### config.mk
export PLATFORM = sky130hd
export DESIGN_NAME = zigzag_scan_index_generator
export DESIGN_NICKNAME = d
export VERILOG_FILES = /design/src/rtl/zsig_pkg.sv /design/src/rtl/zigzag_scan_index_generator.sv /design/src/rtl/zsig_cfg.sv /design/src/rtl/zsig_step.sv
export SDC_FILE = /design/constraint.sdc
export NUM_CORES = 1
export LEC_CHECK = 0
export BUFFER_PORTS_ARGS = -buffer_cell sky130_fd_sc_hd__buf_2
export CAP_MARGIN = 10
export CORE_ASPECT_RATIO = 2
export CORE_MARGIN = 2
export CORE_UTILIZATION = 35
export CTS_CLUSTER_SIZE = 28
export DETAILED_ROUTE_END_ITERATION = 8
export GPL_TIMING_DRIVEN = 0
export PLACE_DENSITY = 0.62
export SYNTH_ARGS = -nofsm -noshare
export SYNTH_HDL_FRONTEND = slang
export SYNTH_SLANG_ARGS = --single-unit
### constraint.sdc
create_clock -name clk -period 10.1 [get_ports clk]
set_clock_uncertainty 0.2 [all_clocks]
set_input_delay 1.515 -clock clk [delete_from_list [all_inputs] [get_ports clk]]
set_output_delay 1.515 -clock clk [all_outputs]
set_load 0.05 [all_outputs]
### src/rtl/zsig_pkg.sv
package zsig_pkg;

    // Defaults and fixed field widths
    localparam int MAX_SIDE_DEF = 64;
    localparam int CFG_W        = 7;
    localparam int IDX_W        = 6;
    localparam int DIAG_W       = 7;
    localparam int SIDE_RESET   = 8;

    // Register indexes on the configuration port
    localparam int          REG_IDX_W     = 1;
    localparam logic [0:0]  REG_ROW_COUNT = 1'b0;
    localparam logic [0:0]  REG_COL_COUNT = 1'b1;

    // Per-element flags from the step logic
    typedef struct packed {
        logic diag_first;
        logic scan_last;
    } step_flags_t;

endpackage

### src/rtl/zigzag_scan_index_generator.sv
// Zigzag scan index generator. Each accepted item (restart = 1 to go back to
// the origin, restart = 0 to advance) yields one result item: the (row, col)
// of the next element in zigzag order over a row_count x col_count matrix,
// its anti-diagonal number, a first-of-diagonal flag and a last-of-scan flag.
// After the last element, or on the first advance after reset, the scan
// starts over at (0,0). Throughput is one item per clock unless out_stall
// holds a result; out_valid rises in the clock after acceptance, set by the
// single result register that follows the next-position logic. in_stall is
// high only while that register holds a result that the sink is stalling.
// Register writes of 0 act as 1 and values above MAX_SIDE act as MAX_SIDE;
// write registers only while idle. A write is stored at the edge sampling it.
module zigzag_scan_index_generator #(
    parameter int MAX_SIDE = zsig_pkg::MAX_SIDE_DEF
) (
    input  logic                            clk,
    input  logic                            rst_n,
    // configuration
    input  logic                            cfg_write,
    input  logic [zsig_pkg::REG_IDX_W-1:0]  cfg_index,
    input  logic [zsig_pkg::CFG_W-1:0]      cfg_data,
    // request channel
    input  logic                            in_valid,
    output logic                            in_stall,
    input  logic                            restart,
    // result channel
    output logic                            out_valid,
    input  logic                            out_stall,
    output logic [zsig_pkg::IDX_W-1:0]      row_index,
    output logic [zsig_pkg::IDX_W-1:0]      col_index,
    output logic [zsig_pkg::DIAG_W-1:0]     diag_number,
    output logic                            diag_first,
    output logic                            scan_last
);

    localparam int POS_W  = $clog2(MAX_SIDE);
    localparam int SIDE_W = $clog2(MAX_SIDE + 1);
    localparam int IDX_W  = zsig_pkg::IDX_W;
    localparam int DIAG_W = zsig_pkg::DIAG_W;

    logic [SIDE_W-1:0] row_side;
    logic [SIDE_W-1:0] col_side;

    // walk position of the last element handed out
    logic              active_reg;
    logic [POS_W-1:0]  row_reg;
    logic [POS_W-1:0]  col_reg;

    logic [POS_W-1:0]  row_next;
    logic [POS_W-1:0]  col_next;
    logic [POS_W:0]    diag_next;
    zsig_pkg::step_flags_t flags_next;

    // result register
    logic              out_valid_reg;
    logic [IDX_W-1:0]  out_row_reg;
    logic [IDX_W-1:0]  out_col_reg;
    logic [DIAG_W-1:0] out_diag_reg;
    zsig_pkg::step_flags_t out_flags_reg;

    logic              in_take;

    zsig_cfg #(
        .MAX_SIDE (MAX_SIDE),
        .SIDE_W   (SIDE_W)
    ) u_cfg (
        .clk       (clk),
        .rst_n     (rst_n),
        .cfg_write (cfg_write),
        .cfg_index (cfg_index),
        .cfg_data  (cfg_data),
        .row_side  (row_side),
        .col_side  (col_side)
    );

    zsig_step #(
        .MAX_SIDE (MAX_SIDE),
        .POS_W    (POS_W),
        .SIDE_W   (SIDE_W)
    ) u_step (
        .restart   (restart),
        .active    (active_reg),
        .cur_row   (row_reg),
        .cur_col   (col_reg),
        .row_side  (row_side),
        .col_side  (col_side),
        .next_row  (row_next),
        .next_col  (col_next),
        .next_diag (diag_next),
        .flags     (flags_next)
    );

    // Result register empties or drains this cycle -> room for a new item
    assign in_stall = out_valid_reg && out_stall;
    assign in_take  = in_valid && !in_stall;

    always_ff @(posedge clk or negedge rst_n)
    begin
        if (!rst_n)
        begin
            active_reg    <= 1'b0;
            row_reg       <= '0;
            col_reg       <= '0;
            out_valid_reg <= 1'b0;
        end
        else
        begin
            if (in_take)
            begin
                active_reg <= 1'b1;
                row_reg    <= row_next;
                col_reg    <= col_next;
            end
            if (in_take)
            begin
                out_valid_reg <= 1'b1;
            end
            else if (!out_stall)
            begin
                out_valid_reg <= 1'b0;
            end
        end
    end

    // payload, no reset
    always_ff @(posedge clk)
    begin
        if (in_take)
        begin
            out_row_reg   <= IDX_W'(row_next);
            out_col_reg   <= IDX_W'(col_next);
            out_diag_reg  <= DIAG_W'(diag_next);
            out_flags_reg <= flags_next;
        end
    end

    assign out_valid   = out_valid_reg;
    assign row_index   = out_row_reg;
    assign col_index   = out_col_reg;
    assign diag_number = out_diag_reg;
    assign diag_first  = out_flags_reg.diag_first;
    assign scan_last   = out_flags_reg.scan_last;

endmodule

### src/rtl/zsig_cfg.sv
module zsig_cfg #(
    parameter int MAX_SIDE = zsig_pkg::MAX_SIDE_DEF,
    parameter int SIDE_W   = $clog2(MAX_SIDE + 1)
) (
    input  logic                            clk,
    input  logic                            rst_n,
    input  logic                            cfg_write,
    input  logic [zsig_pkg::REG_IDX_W-1:0]  cfg_index,
    input  logic [zsig_pkg::CFG_W-1:0]      cfg_data,
    output logic [SIDE_W-1:0]               row_side,
    output logic [SIDE_W-1:0]               col_side
);

    localparam int SIDE_RST = (zsig_pkg::SIDE_RESET > MAX_SIDE) ? MAX_SIDE
                                                                : zsig_pkg::SIDE_RESET;

    logic [SIDE_W-1:0] row_side_reg;
    logic [SIDE_W-1:0] col_side_reg;
    logic [SIDE_W-1:0] clamped;

    // Zero reads as one, anything above the maximum as the maximum
    always_comb
    begin
        if (cfg_data == '0)
        begin
            clamped = SIDE_W'(1);
        end
        else if (32'(cfg_data) > 32'(MAX_SIDE))
        begin
            clamped = SIDE_W'(MAX_SIDE);
        end
        else
        begin
            clamped = SIDE_W'(cfg_data);
        end
    end

    always_ff @(posedge clk or negedge rst_n)
    begin
        if (!rst_n)
        begin
            row_side_reg <= SIDE_W'(SIDE_RST);
            col_side_reg <= SIDE_W'(SIDE_RST);
        end
        else if (cfg_write)
        begin
            unique case (cfg_index)
                zsig_pkg::REG_ROW_COUNT: row_side_reg <= clamped;
                zsig_pkg::REG_COL_COUNT: col_side_reg <= clamped;
                default:                 row_side_reg <= row_side_reg;
            endcase
        end
    end

    assign row_side = row_side_reg;
    assign col_side = col_side_reg;

endmodule

### src/rtl/zsig_step.sv
module zsig_step #(
    parameter int MAX_SIDE = zsig_pkg::MAX_SIDE_DEF,
    parameter int POS_W    = $clog2(MAX_SIDE),
    parameter int SIDE_W   = $clog2(MAX_SIDE + 1)
) (
    input  logic                  restart,
    input  logic                  active,
    input  logic [POS_W-1:0]      cur_row,
    input  logic [POS_W-1:0]      cur_col,
    input  logic [SIDE_W-1:0]     row_side,
    input  logic [SIDE_W-1:0]     col_side,
    output logic [POS_W-1:0]      next_row,
    output logic [POS_W-1:0]      next_col,
    output logic [POS_W:0]        next_diag,
    output zsig_pkg::step_flags_t flags
);

    localparam int D_W = POS_W + 1;

    logic [SIDE_W-1:0] row_ext;
    logic [SIDE_W-1:0] col_ext;
    logic [SIDE_W-1:0] row_max;
    logic [SIDE_W-1:0] col_max;
    logic [D_W-1:0]    diag;
    logic [D_W-1:0]    diag_nx;
    logic              at_end;
    logic              to_origin;
    logic              up_right;
    logic              down_left;

    assign row_ext = SIDE_W'(cur_row);
    assign col_ext = SIDE_W'(cur_col);
    assign row_max = row_side - SIDE_W'(1);
    assign col_max = col_side - SIDE_W'(1);
    assign diag    = D_W'(cur_row) + D_W'(cur_col);
    assign diag_nx = diag + D_W'(1);

    assign at_end    = (row_ext == row_max) && (col_ext == col_max);
    assign to_origin = restart || !active || (row_ext >= row_side) ||
                       (col_ext >= col_side) || at_end;

    // Move along the diagonal while the neighbor stays inside
    assign up_right  = !diag[0] && (cur_row != '0) && ((col_ext + SIDE_W'(1)) < col_side);
    assign down_left = diag[0] && ((row_ext + SIDE_W'(1)) < row_side) && (cur_col != '0);

    always_comb
    begin
        next_row = '0;
        next_col = '0;
        if (to_origin)
        begin
            next_row = '0;
            next_col = '0;
        end
        else if (up_right)
        begin
            next_row = cur_row - POS_W'(1);
            next_col = cur_col + POS_W'(1);
        end
        else if (down_left)
        begin
            next_row = cur_row + POS_W'(1);
            next_col = cur_col - POS_W'(1);
        end
        else if (!diag_nx[0])
        begin
            // even diagonal starts on the left edge, else on the bottom row
            if (32'(diag_nx) < 32'(row_side))
            begin
                next_row = POS_W'(diag_nx);
                next_col = '0;
            end
            else
            begin
                next_row = POS_W'(row_max);
                next_col = POS_W'(diag_nx - D_W'(row_max));
            end
        end
        else
        begin
            // odd diagonal starts on the top row, else on the right edge
            if (32'(diag_nx) < 32'(col_side))
            begin
                next_row = '0;
                next_col = POS_W'(diag_nx);
            end
            else
            begin
                next_row = POS_W'(diag_nx - D_W'(col_max));
                next_col = POS_W'(col_max);
            end
        end
    end

    assign next_diag        = D_W'(next_row) + D_W'(next_col);
    assign flags.diag_first = to_origin || !(up_right || down_left);
    assign flags.scan_last  = (SIDE_W'(next_row) == row_max) &&
                              (SIDE_W'(next_col) == col_max);

endmodule

; ---- Yosys cells after proc, flatten, opt, wreduce, memory -nomap -nowiden
; Cells that the tools add are included.
; Widths: inputs -> output; s select.
[word_totals]
in_bits = 14
output_inout_bits = 23
regBits = 49
elab_cells = 76
[classes]
n_reduce_logical = 23
eq_ne = 5
magnitude_cmp = 7
add_sub_neg = 13
mux = 16
bitwise = 1
[op_table]
columns = op, count
row1 = $mux 6, 12
row2 = $eq 6x7->1, 4
row3 = $lt 7x7->1, 4
row4 = $add 6x1->7 const B, 2
row5 = $add 6x6->7, 2
row6 = $ge 6x7->1, 2
row7 = $mux 7, 2
row8 = $sub 7x1->7 const B, 2
row9 = $add 6x1->6 const B, 2
row10 = $reduce_bool 6->1, 2
row11 = $sub 6x1->6 const B, 2
row12 = $sub 6x6->6, 2
row13 = $logic_and 1x1->1, 8
row14 = $add 7x1->7 const B, 1
row15 = $gt 7x7->1 const B, 1
row16 = $logic_not 7->1, 1
row17 = $logic_or 1x1->1, 6
row18 = $logic_not 1->1, 4
row19 = $reduce_and 2->1, 2
row20 = $mux 1, 2
row21 = $ne 2x1->1 const B, 1
row22 = $not 1->1, 1

; ---- Longest topological paths before layout
; Gate-level depths: netlist of the first run.
[depth]
depth_word = 10
depth_mapped = 25
mapped_depth_nobuf = 25

; ---- Hierarchy
; From an unflattened synthesis of the first run, not the netlist that was laid out.
[unflattened]
hier_cells = 588
hier_area_um2 = 5408.9
[by_module_without_submodules]
columns = mod, seq_area_each_um2, area_each_um2, instances, cells_each
row1 = zsig_step, 0.0, 3618.5, 1, 484
row2 = zigzag_scan_index_generator, 980.9, 1203.7, 1, 52
row3 = zsig_cfg, 352.8, 586.8, 1, 52

; ---- Least setup slack after synthesis of the first run
; OpenSTA, ideal clock, no wires.
[synth_path]
path_type = reg2reg
startpoint = register row_reg[0]
endpoint = register out_diag_reg[6] (netlist: diag_number[6]) (data pin)
setup_time_ns = 0.254
synth_period_minus_slack_ns = 5.266
stages_incl_launch_ff = 25
arrival_ns = 4.813
t_required_ns = 9.646
setup_slack_ns = 4.834
path_buffers = 0
path_cell_list = dfrtp_1 ha_1 inv_1 fa_1 nand2b_1 o2bb2ai_1 xnor2_1 nand3_1 xor2_1 inv_1 ha_1 a211oi_1 nand2_1 o21a_1 o21ai_0 o221ai_1 and3_1 ha_1 inv_1 fa_1 inv_1 a21oi_1 o21bai_1 a21o_1 a21o_1
[synth_between]
elab_chain_cells = 9
word_cells_on_any_way = 35
cone_classes = add/sub: 8 / order compare: 4 / eq/ne: 1 / mux: 12 / reduce/logical: 10
[synth_rtl]
columns = item, line_no
row1 = "start, declared", zigzag_scan_index_generator.sv:45  ; logic [POS_W-1:0] row_reg;
row2 = "start signal, assigned", zigzag_scan_index_generator.sv:110  ; row_reg <= row_next;
row3 = $add 6x6->7, zsig_step.sv:35  ; assign diag = D_W'(cur_row) + D_W'(cur_col);
row4 = $add 7x1->7, zsig_step.sv:36  ; assign diag_nx = diag + D_W'(1);
row5 = $sub 6x6->6 (tied with other cells), zsig_step.sv:76  ; next_col = POS_W'(diag_nx - D_W'(row_max));
row6 = $mux 6 (on tied branches), "zsig_step.sv:68, zsig_step.sv:82"
row7 = $mux 6, zsig_step.sv:65  ; else if (!diag_nx[0])
row8 = $mux 6, zsig_step.sv:60  ; else if (down_left)
row9 = $mux 6, zsig_step.sv:55  ; else if (up_right)
row10 = $mux 6 (*), zsig_step.sv:50  ; if (to_origin)
row11 = net col_next[0], zigzag_scan_index_generator.sv:49  ; logic [POS_W-1:0] col_next;
row12 = $add 6x6->7 (*), zsig_step.sv:95  ; assign next_diag = D_W'(next_row) + D_W'(next_col);
row13 = net diag_next[6], zigzag_scan_index_generator.sv:50  ; logic [POS_W:0] diag_next;
row14 = "end signal, assigned", zigzag_scan_index_generator.sv:131  ; out_diag_reg <= DIAG_W'(diag_next);
row15 = "end, declared", zigzag_scan_index_generator.sv:57  ; logic [DIAG_W-1:0] out_diag_reg;
; The timed path passes the listed nets; every way through them passes the cells marked *.
; A chain may end at the register's enable or synchronous reset.

; ---- Final worst setup path of the first run
[layout_path]
startpoint = register row_reg[1]
endpoint = register out_diag_reg[6] (netlist: diag_number[6]) (data pin)
[layout_between]
elab_chain_cells = 9
word_cells_on_any_way = 34
cone_classes = add/sub: 8 / order compare: 4 / eq/ne: 1 / mux: 12 / reduce/logical: 9
[layout_rtl]
columns = item, line_no
row1 = $add 6x6->7, zsig_step.sv:35
row2 = $add 7x1->7, zsig_step.sv:36
row3 = $sub 6x6->6 (tied with other cells), zsig_step.sv:89  ; next_row = POS_W'(diag_nx - D_W'(col_max));
row4 = $mux 6 (on tied branches), "zsig_step.sv:82, zsig_step.sv:68"
row5 = $mux 6, zsig_step.sv:65
row6 = $mux 6, zsig_step.sv:60
row7 = $mux 6, zsig_step.sv:55
row8 = $mux 6 (*), zsig_step.sv:50
row9 = net row_next[2], zigzag_scan_index_generator.sv:48  ; logic [POS_W-1:0] row_next;
row10 = $add 6x6->7 (*), zsig_step.sv:95
row11 = net diag_next[6], zigzag_scan_index_generator.sv:50
; Marks and branches as above.

==> results of run 1 <==
[cell usage after synthesis (11+ instances only)]
cell,count,area (um2)
ha_1,71,888
nand2_1,41,154
inv_1,40,150
xnor2_1,39,342
o21ai_0,34,170
a21oi_1,26,130
dfrtp_1,26,651
nor2_1,24,90.1
edfxtp_1,21,631
nand3_1,19,95.1
nand2b_1,17,106
xor2_1,16,140
nor3_1,14,70.1
clkbuf_1,12,45.0
and3_1,11,68.8
[per-layer routing]
| metal | part of all wire, % | wire length (um) | track usage (%) | vias up |
|---|---|---|---|---|
| met5 | 0 | 0 | 0 | - |
| met4 | 12 | 2190 | 22.6 | 0 |
| met3 | 3.1 | 571 | 2.32 | 103 |
| met2 | 52 | 9410 | 42.5 | 195 |
| met1 | 33 | 5970 | 21.1 | 2287 |
| li1 | - | - | - | 2204 |
[kinds of logic after synthesis]
| kind of cell | count (synthesis) | synth area share, % |
|---|---|---|
| AND/OR/NAND/NOR | 161 | 16.9 |
| AO/OA/AOI/OAI | 158 | 21.8 |
| adder cells (fa/ha/maj) | 75 | 18.8 |
| buffers and inverters | 58 | 4.45 |
| XOR/XNOR | 56 | 9.80 |
| flip-flops | 49 | 25.9 |
| multiplexers | 11 | 2.36 |
[worst register-to-register path, delay by kind of cell, from the launching register on]
family / cells / cell delay [ps]
compound gates: 10 / 2640
xor+xnor: 2 / 730
fa+ha+maj: 3 / 1200
buf+inv: 2 / 440
flops: 1 / 620
simple gates: 4 / 630
[path summary, 6_finish.rpt]
check / cells past startpoint / slack [ps] / from / end
setup / recovery: 21 / 3400 / row_reg[1] / diag_number[6]
hold / removal: 1 / 270 / active_reg / active_reg
setup reg to reg: 21 / 3400 / row_reg[1] / diag_number[6]
hold reg to reg: 1 / 270 / active_reg / active_reg
max in group asynchronous: 1 / 8210 / rst_n / col_reg[2]
min in group asynchronous: 1 / 1050 / rst_n / out_valid
[area by class of cell]
| type | count | area, um2 |
|---|---|---|
| Buffer | 16 | 71.3 |
| Clock buffer | 6 | 129 |
| Clock inverter | 2 | 13.8 |
| Fill cell | 1475 | 8640 |
| Inverter | 42 | 158 |
| Multi-Input combinational cell | 461 | 3580 |
| Sequential cell | 49 | 1330 |
| Tap cell | 192 | 240 |
| Timing Repair Buffer | 36 | 180 |
[stage by stage]
stage | cells | area (um2) | worst slack [ps]
5_1_grt | 804 | 5710 | 3020
3_3_place_gp | 796 | 5570 | 3740
4_1_cts | 804 | 5710 | 3560
3_5_place_dp | 796 | 5570 | 3580
6_report | 804 | 5710 | 3400
2_1_floorplan | 568 | 5140 | 4830
==> metrics.md, run 1 <==
| Metric | Value |
|---|---|
| Post-synth EDFFs | 21 |
| Cts bufs inserted | 5 |
| Drt via density | 5.96 |
| Fraction of registers with async set/reset | 57.1% |
| Final net count | 700 |
| Die Y | 175 um |
| Critical path buffer and inverter count | 2 |
| Syn nets | 657 |
| H-tree depth | 2 |
| Worst slew margin | 18.8% |
| Max cap viols | 0 |
| Die W | 89.7 um |
| Number of global-route vias before repair | 4880 |
| Critical Path Sink Type | flip-flop |
| Syn Inst Count | 568 |
| DR WL/cell | 22.6 um |
| Fin crit period | 6700 ps |
| Syn avg cell area | 9.06 um2 |
| RSZ-0062 raised after global routing | no |
| Post_cts resized | 0 |
| Cts hold-fix bufs | 0 |
| Synthesis warning total | 0 |
| Initial Utilization | 35.9% |
| CORE AREA | 14400 um2 |
| Sequential fraction of the synthesis area | 25.9% |
| GP Congestion | 1.03 |
| FMAX | 149 MHz |
| Netlist cell types | 76 |
| Status | completed |
| Highest-count cells in the layout ignoring fill and taps | ha_1, nand2_1, inv_1 |
| Critical-path cell with the highest stage delay | a211oi_1 |
| Crit-path cells | inv_1, fa_1, nand2b_1, o2bb2ai_1, xnor2_1, nand3_1, xor2_1, inv_1, ha_1, a211oi_1, nand2_1, o21ai_0, nand2b_1, a221oi_1, o22ai_1, a211oi_1, ha_1, a21oi_1, o21bai_1, a21o_1, a21o_1 |
| CTS tree | built |
| HPWL Detailed | 15.0 mm |
| CP delay by family, top | compound AO/OA/AOI/OAI gates |
| Startpoint Class | flip-flop |
| Final setup TNS | 0 ps |
| Die area | 15700 um2 |
| Worst Tran Pin Value | 1220 ps |
| Mapped cell area | 5140 um2 |
| WL final | 18.1 mm |
| Number of DRC markers in iteration 0 | 279 |
| Root Buffer Master | clkbuf_16 |
| CP arrival | 6540 ps |
| Clk_lat worst skew | 290 ps |
| First-pass GRT wire length | 27.4 mm |
| Share of layout cells above drive strength 1 | 12.3% |
| Crit Path Max Fanout | 8 |
| Final setup viols | 0 |
| CTS clock-pin slew for the worst setup and hold paths | 70 ps |
| Port bufs | 36 |
| Max incr delay on CP | 710 ps |
| Clock Sinks | 49 |
| DRC violations left | 0 |
| WHS | 270 ps |
| Post-CTS Setup Bufs | 0 |
| TritonRoute pass-1 iters | 5 |
| CP Class | reg -> reg |
| Vias | 4789 |
| Diodes inserted | 0 |
| Routed Antenna Nets | 0 |
| Seq cells post-synth | 49 |
| Maximum clock path buffer count | 2 |
| Pins Over Slew Limit | 0 |
| Layout Utilization | 39.8% |
| Critical path data required time | 9950 ps |
| HP Class | reg -> reg |
| Largest net degree at the start of global routing | 30 |
| Site Rows | 62 |
| Gr ovfl total | 0 |
| Most used DFF post-synth | dfrtp_1 |
| Most common cell after layout, fill and taps aside | ha_1 |
| Num ports | 37 |
| Area Growth Syn to Fin | 10.9% |
| Final hold viol count | 0 |
| Antenna violations before repair | 0 |
| Fin crit share | 66.3% |
| GRT Util Overall | 22.9% |
Power of run 1 is left out: the tool's default activity adds up to more than one toggle a clock period on the data nets, which glitch-free logic cannot reach.
==> run 2, diff against run 1 <==
- clock period: 10.1 -> 6.35 ns (I/O delays scaled with it)
==> run 2 against run 1 <==
- critical endpoint is now diag_number[5]
- via count is essentially flat
- clock-buffer cell count did not move
- maximum frequency up 12%
- worst hold slack barely moved
- first-iteration DRC count is 41% higher
- critical path type unchanged
- largest cell class unchanged
==> metrics.md, run 2 (synthesized netlist as in run 1, its figures left out) <==
| Metric | Value |
|---|---|
| Status | completed |
| Num ports | 37 |
| RSZ-0062 raised after global routing | no |
| Worst slew margin | 35.0% |
| Max cap viols | 0 |
| Fin crit share | 93.8% |
| Largest net degree at the start of global routing | 30 |
| PnR worst setup slack | 393 ps |
| Final hold viol count | 0 |
| H-tree depth | 2 |
| Pins Over Slew Limit | 0 |
| Vias | 4787 |
| Critical Path Sink Type | flip-flop |
| Number of DRC markers in iteration 0 | 392 |
| CP arrival | 5800 ps |
| Final net count | 703 |
| Pre-CTS setup slack | -170 ps |
| Drt via density | 5.93 |
| Most common cell after layout, fill and taps aside | ha_1 |
| Final setup TNS | 0 ps |
| Die Y | 175 um |
| Site Rows | 62 |
| Post-Layout Cell Count | 807 |
| Placed instance count | 796 |
| DRC violations left | 0 |
| Worst Tran Pin Value | 968 ps |
| CTS tree | built |
| Share of layout cells above drive strength 1 | 14.3% |
| Routed Antenna Nets | 0 |
| GRT Util Overall | 22.9% |
| WHS | 271 ps |
| First-pass GRT wire length | 27.4 mm |
| Die area | 15700 um2 |
| Critical path data required time | 6200 ps |
| Area Growth Syn to Fin | 12.2% |
| Antenna violations before repair | 0 |
| CTS clock-pin slew for the worst setup and hold paths | 70 ps |
| Initial Utilization | 35.9% |
| Cts hold-fix bufs | 0 |
| GP Congestion | 1.03 |
| Diodes inserted | 0 |
| Register area | 1340 um2 |
| Final setup viols | 0 |
| Clk_lat worst skew | 290 ps |
| Crit Path Max Fanout | 9 |
| FMAX | 168 MHz |
| Maximum clock path buffer count | 2 |
| Port bufs | 36 |
| Highest-count cells in the layout ignoring fill and taps | ha_1, nand2_1, inv_1 |
| Die W | 89.7 um |
| Clock Sinks | 49 |
| CORE AREA | 14400 um2 |
| DR WL/cell | 22.6 um |
| HP Class | reg -> reg |
| Layout fillers | 1469 |
| HPWL Detailed | 15.0 mm |
| Number of global-route vias before repair | 4882 |
| Fin crit period | 5960 ps |
| TritonRoute pass-1 iters | 5 |
| Gr ovfl total | 0 |
| CP Class | reg -> reg |
| WL final | 18.2 mm |
| Root Buffer Master | clkbuf_16 |
| Cts bufs inserted | 5 |
| Startpoint Class | flip-flop |
| Area occupied by multi-input gates | 3620 um2 |
-- run 2: cell type report --
cell class,instances,area share (%)
multi-input combinational,461,62.7
sequential,49,23.2
tap,192,4.16
timing repair buffer,39,3.51
inverter,42,2.73
clock buffer,6,2.23
buffer,16,1.24
clock inverter,2,0.238
-- run 2: path summary, 6_finish.rpt --
check                           start              to  slack [ps]  cells past startpoint
max reg2reg                row_reg[0]  diag_number[5]         390                     23
max                        row_reg[0]  diag_number[5]         390                     23
min reg2reg                active_reg      active_reg         270                      1
min in group asynchronous       rst_n       out_valid         490                      1
min                        active_reg      active_reg         270                      1
max in group asynchronous       rst_n      col_reg[0]        4970                      1
-- run 2: timing repair --
action                                  CTS  global route
endpoints found under the setup margin    3             5
setup buffers                             0             3
pin swaps                                 0             2
gates resized for setup                   3             9
-- run 2: per-layer routing --
metal  track usage (%)  vias to the layer above  wire length, um
li1                  -                     2203                -
met4              22.6                        0             2250
met3              2.32                       94              552
met5                 0                        -                0
met1              21.1                     2304             6000
met2              42.5                      186             9430
-- run 2: per-stage QoR --
step           utilization, %  cell area, um2
2_1_floorplan               -            5140
3_3_place_gp             38.8            5570
3_5_place_dp             38.8            5570
4_1_cts                  39.8            5720
5_1_grt                  40.2            5770
6_report                 40.2            5770
-- run 2: worst max-delay path: stages, from the launching register on --
cell      delay, ps
dfrtp_2         510
ha_1            250
inv_1            70
fa_1            480
inv_1            80
ha_1            180
nand2_1          80
nor3_2          230
xor2_2          410
ha_1            360
a211oi_1        310
nand2_1         130
o21a_1          260
or3_1           320
a32oi_1         270
o221ai_1        160
nand2_1         240
inv_1            90
ha_1            300
a21o_1          180
a21oi_1         240
o21bai_1        110
a21oi_1         180
xnor2_1          70
Power of run 2 is left out for the same reason.
==> run 3, diff against run 2 <==
- GPL_TIMING_DRIVEN: 0 -> 1
- PLACE_DENSITY: 0.62 -> 0.51
==> run 3 against run 2 <==
- via count decreased by 0.63%
- clock-buffer cell count down 1
- critical path depth unchanged
- routed wire length rose by 8.9%
- utilization rose by 0.39 points
- sequential cell count unchanged
- maximum frequency fell by 0.70%
- die area unchanged
- non-clock buffer count is 3 higher
- worst hold slack improved by 1.8 ps
- global-route usage is 2.3 points higher
- final cell count rose by 0.37%
- critical endpoint is now diag_number[6]
==> metrics.md, run 3 (synthesized netlist as in run 1, its figures left out) <==
| Metric | Value |
|---|---|
| Pins Over Slew Limit | 0 |
| Routed Antenna Nets | 0 |
| Critical Path Sink Type | flip-flop |
| Die area | 15700 um2 |
| HPWL Detailed | 16.2 mm |
| Layout fillers | 1452 |
| Crit-path cells | ha_1, inv_1, fa_1, nand2b_1, o2bb2ai_1, xnor2_1, nand3_1, xor2_1, inv_1, ha_1, a211oi_1, nand2_1, o21a_1, o21a_1, o311ai_0, buf_4, o2111ai_1, inv_1, ha_1, inv_1, o21bai_1, a21o_1, a21o_1 |
| Drt via density | 5.87 |
| Most used cell, CP | inv_1 |
| Maximum clock path buffer count | 2 |
| Cts bufs inserted | 5 |
| CP Class | reg -> reg |
| CTS tree | built |
| Max cap viols | 0 |
| First-pass GRT wire length | 29.3 mm |
| Initial Utilization | 35.9% |
| Number of global-route vias before repair | 4835 |
| Most common cell after layout, fill and taps aside | ha_1 |
| Die Y | 175 um |
| Critical path data required time | 6200 ps |
| CTS clock-pin slew for the worst setup and hold paths | 70 ps |
| Root Buffer Master | clkbuf_16 |
| GP Congestion | 1.02 |
| Reg2reg setup slack | 350 ps |
| RSZ-0062 raised after global routing | no |
| Fin crit period | 6000 ps |
| Final hold viol count | 0 |
| Max incr delay on CP | 650 ps |
| Diodes inserted | 0 |
| Post_cts resized | 0 |
| Final setup TNS | 0 ps |
| CORE AREA | 14400 um2 |
| CP arrival | 5850 ps |
| Placed instance count | 802 |
| Worst Tran Pin Value | 1000 ps |
| Num ports | 37 |
| Post-layout instance area | 5830 um2 |
| Final net count | 706 |
| Reg2Reg Depth | 23 |
| Site Rows | 62 |
| Vias | 4757 |
| HP Class | reg -> reg |
| H-tree depth | 2 |
| Post-CTS Setup Bufs | 0 |
| Share of layout cells above drive strength 1 | 15.2% |
| Final setup viols | 0 |
| Startpoint Class | flip-flop |
| Area Growth Syn to Fin | 13.3% |
| Reg2reg start | row_reg[0] |
| Placed cell area | 5660 um2 |
| Clock Sinks | 49 |
| FMAX | 167 MHz |
| Status | completed |
| TritonRoute pass-1 iters | 5 |
| GRT Util Overall | 25.2% |
| DRC violations left | 0 |
| Port bufs | 36 |
| Fin crit share | 94.5% |
| Clk_lat worst skew | 300 ps |
| Antenna violations before repair | 0 |
| Critical-path cell with the highest stage delay | o311ai_0 |
| Highest-count cells in the layout ignoring fill and taps | ha_1, nand2_1, inv_1 |
| Beginning of the worst hold path | active_reg |
| Gr ovfl total | 0 |
| Largest net degree at the start of global routing | 30 |
| DR WL/cell | 24.5 um |
| WL final | 19.9 mm |
| Cts hold-fix bufs | 0 |
| Number of DRC markers in iteration 0 | 363 |
| WHS Endpoint | active_reg |
| Post-Layout Cell Count | 810 |
| Worst slew margin | 32.9% |
| Die W | 89.7 um |
| Hold path depth | 1 |
| Reg2reg end | diag_number[6] |
| Crit Path Max Fanout | 9 |
run 3: critical path: cells and delay by family, from the launching register on:
family | cells | cell delay (ps)
flip-flops | 1 | 530
adder cells (fa/ha/maj) | 4 | 1210
AND/OR/NAND/NOR | 3 | 400
AO/OA/AOI/OAI | 9 | 2240
XOR/XNOR | 2 | 500
buffers and inverters | 5 | 650
run 3: area by class of cell:
class,count,area (um2),area share [%]
Multi-Input combinational cell,461,3580,61.5
Sequential cell,49,1330,22.9
Timing Repair Buffer,58,345,5.93
Tap cell,192,240,4.12
Inverter,42,158,2.71
Clock buffer,5,125,2.15
Clock inverter,3,43.8,0.751
run 3: metal layers:
layer  vias up  wire, um  part of all wire, %  track usage [%]
met1      2273      6740                   34             24.4
met4         0      2000                   10             21.3
met2       179     10500                   53             47.3
met3        81       654                  3.3             2.10
li1       2224         -                    -                -
met5         -         0                    0                0
run 3: worst max-delay path by stage:
stage | slack (ps) | startpoint | endpoint | depth (start not counted)
finish | 350 | row_reg[0] | diag_number[6] | 23
CTS | 440 | row_reg[0] | diag_number[6] | 23
global placement | 500 | row_reg[0] | diag_number[5] | 24
floorplan | 1080 | row_reg[0] | diag_number[6] | 24
detailed placement | 470 | row_reg[0] | diag_number[6] | 23
global route | 70 | row_reg[0] | diag_number[5] | 24
run 3: metrics by stage:
step	hold WS [ps]	worst slack, ps	util, %
2_1_floorplan	225	1080	-
3_3_place_gp	246	504	39.4
3_5_place_dp	258	466	39.4
4_1_cts	277	439	40.6
5_1_grt	306	65.5	40.6
6_report	272	351	40.6
Power of run 3 is left out for the same reason.
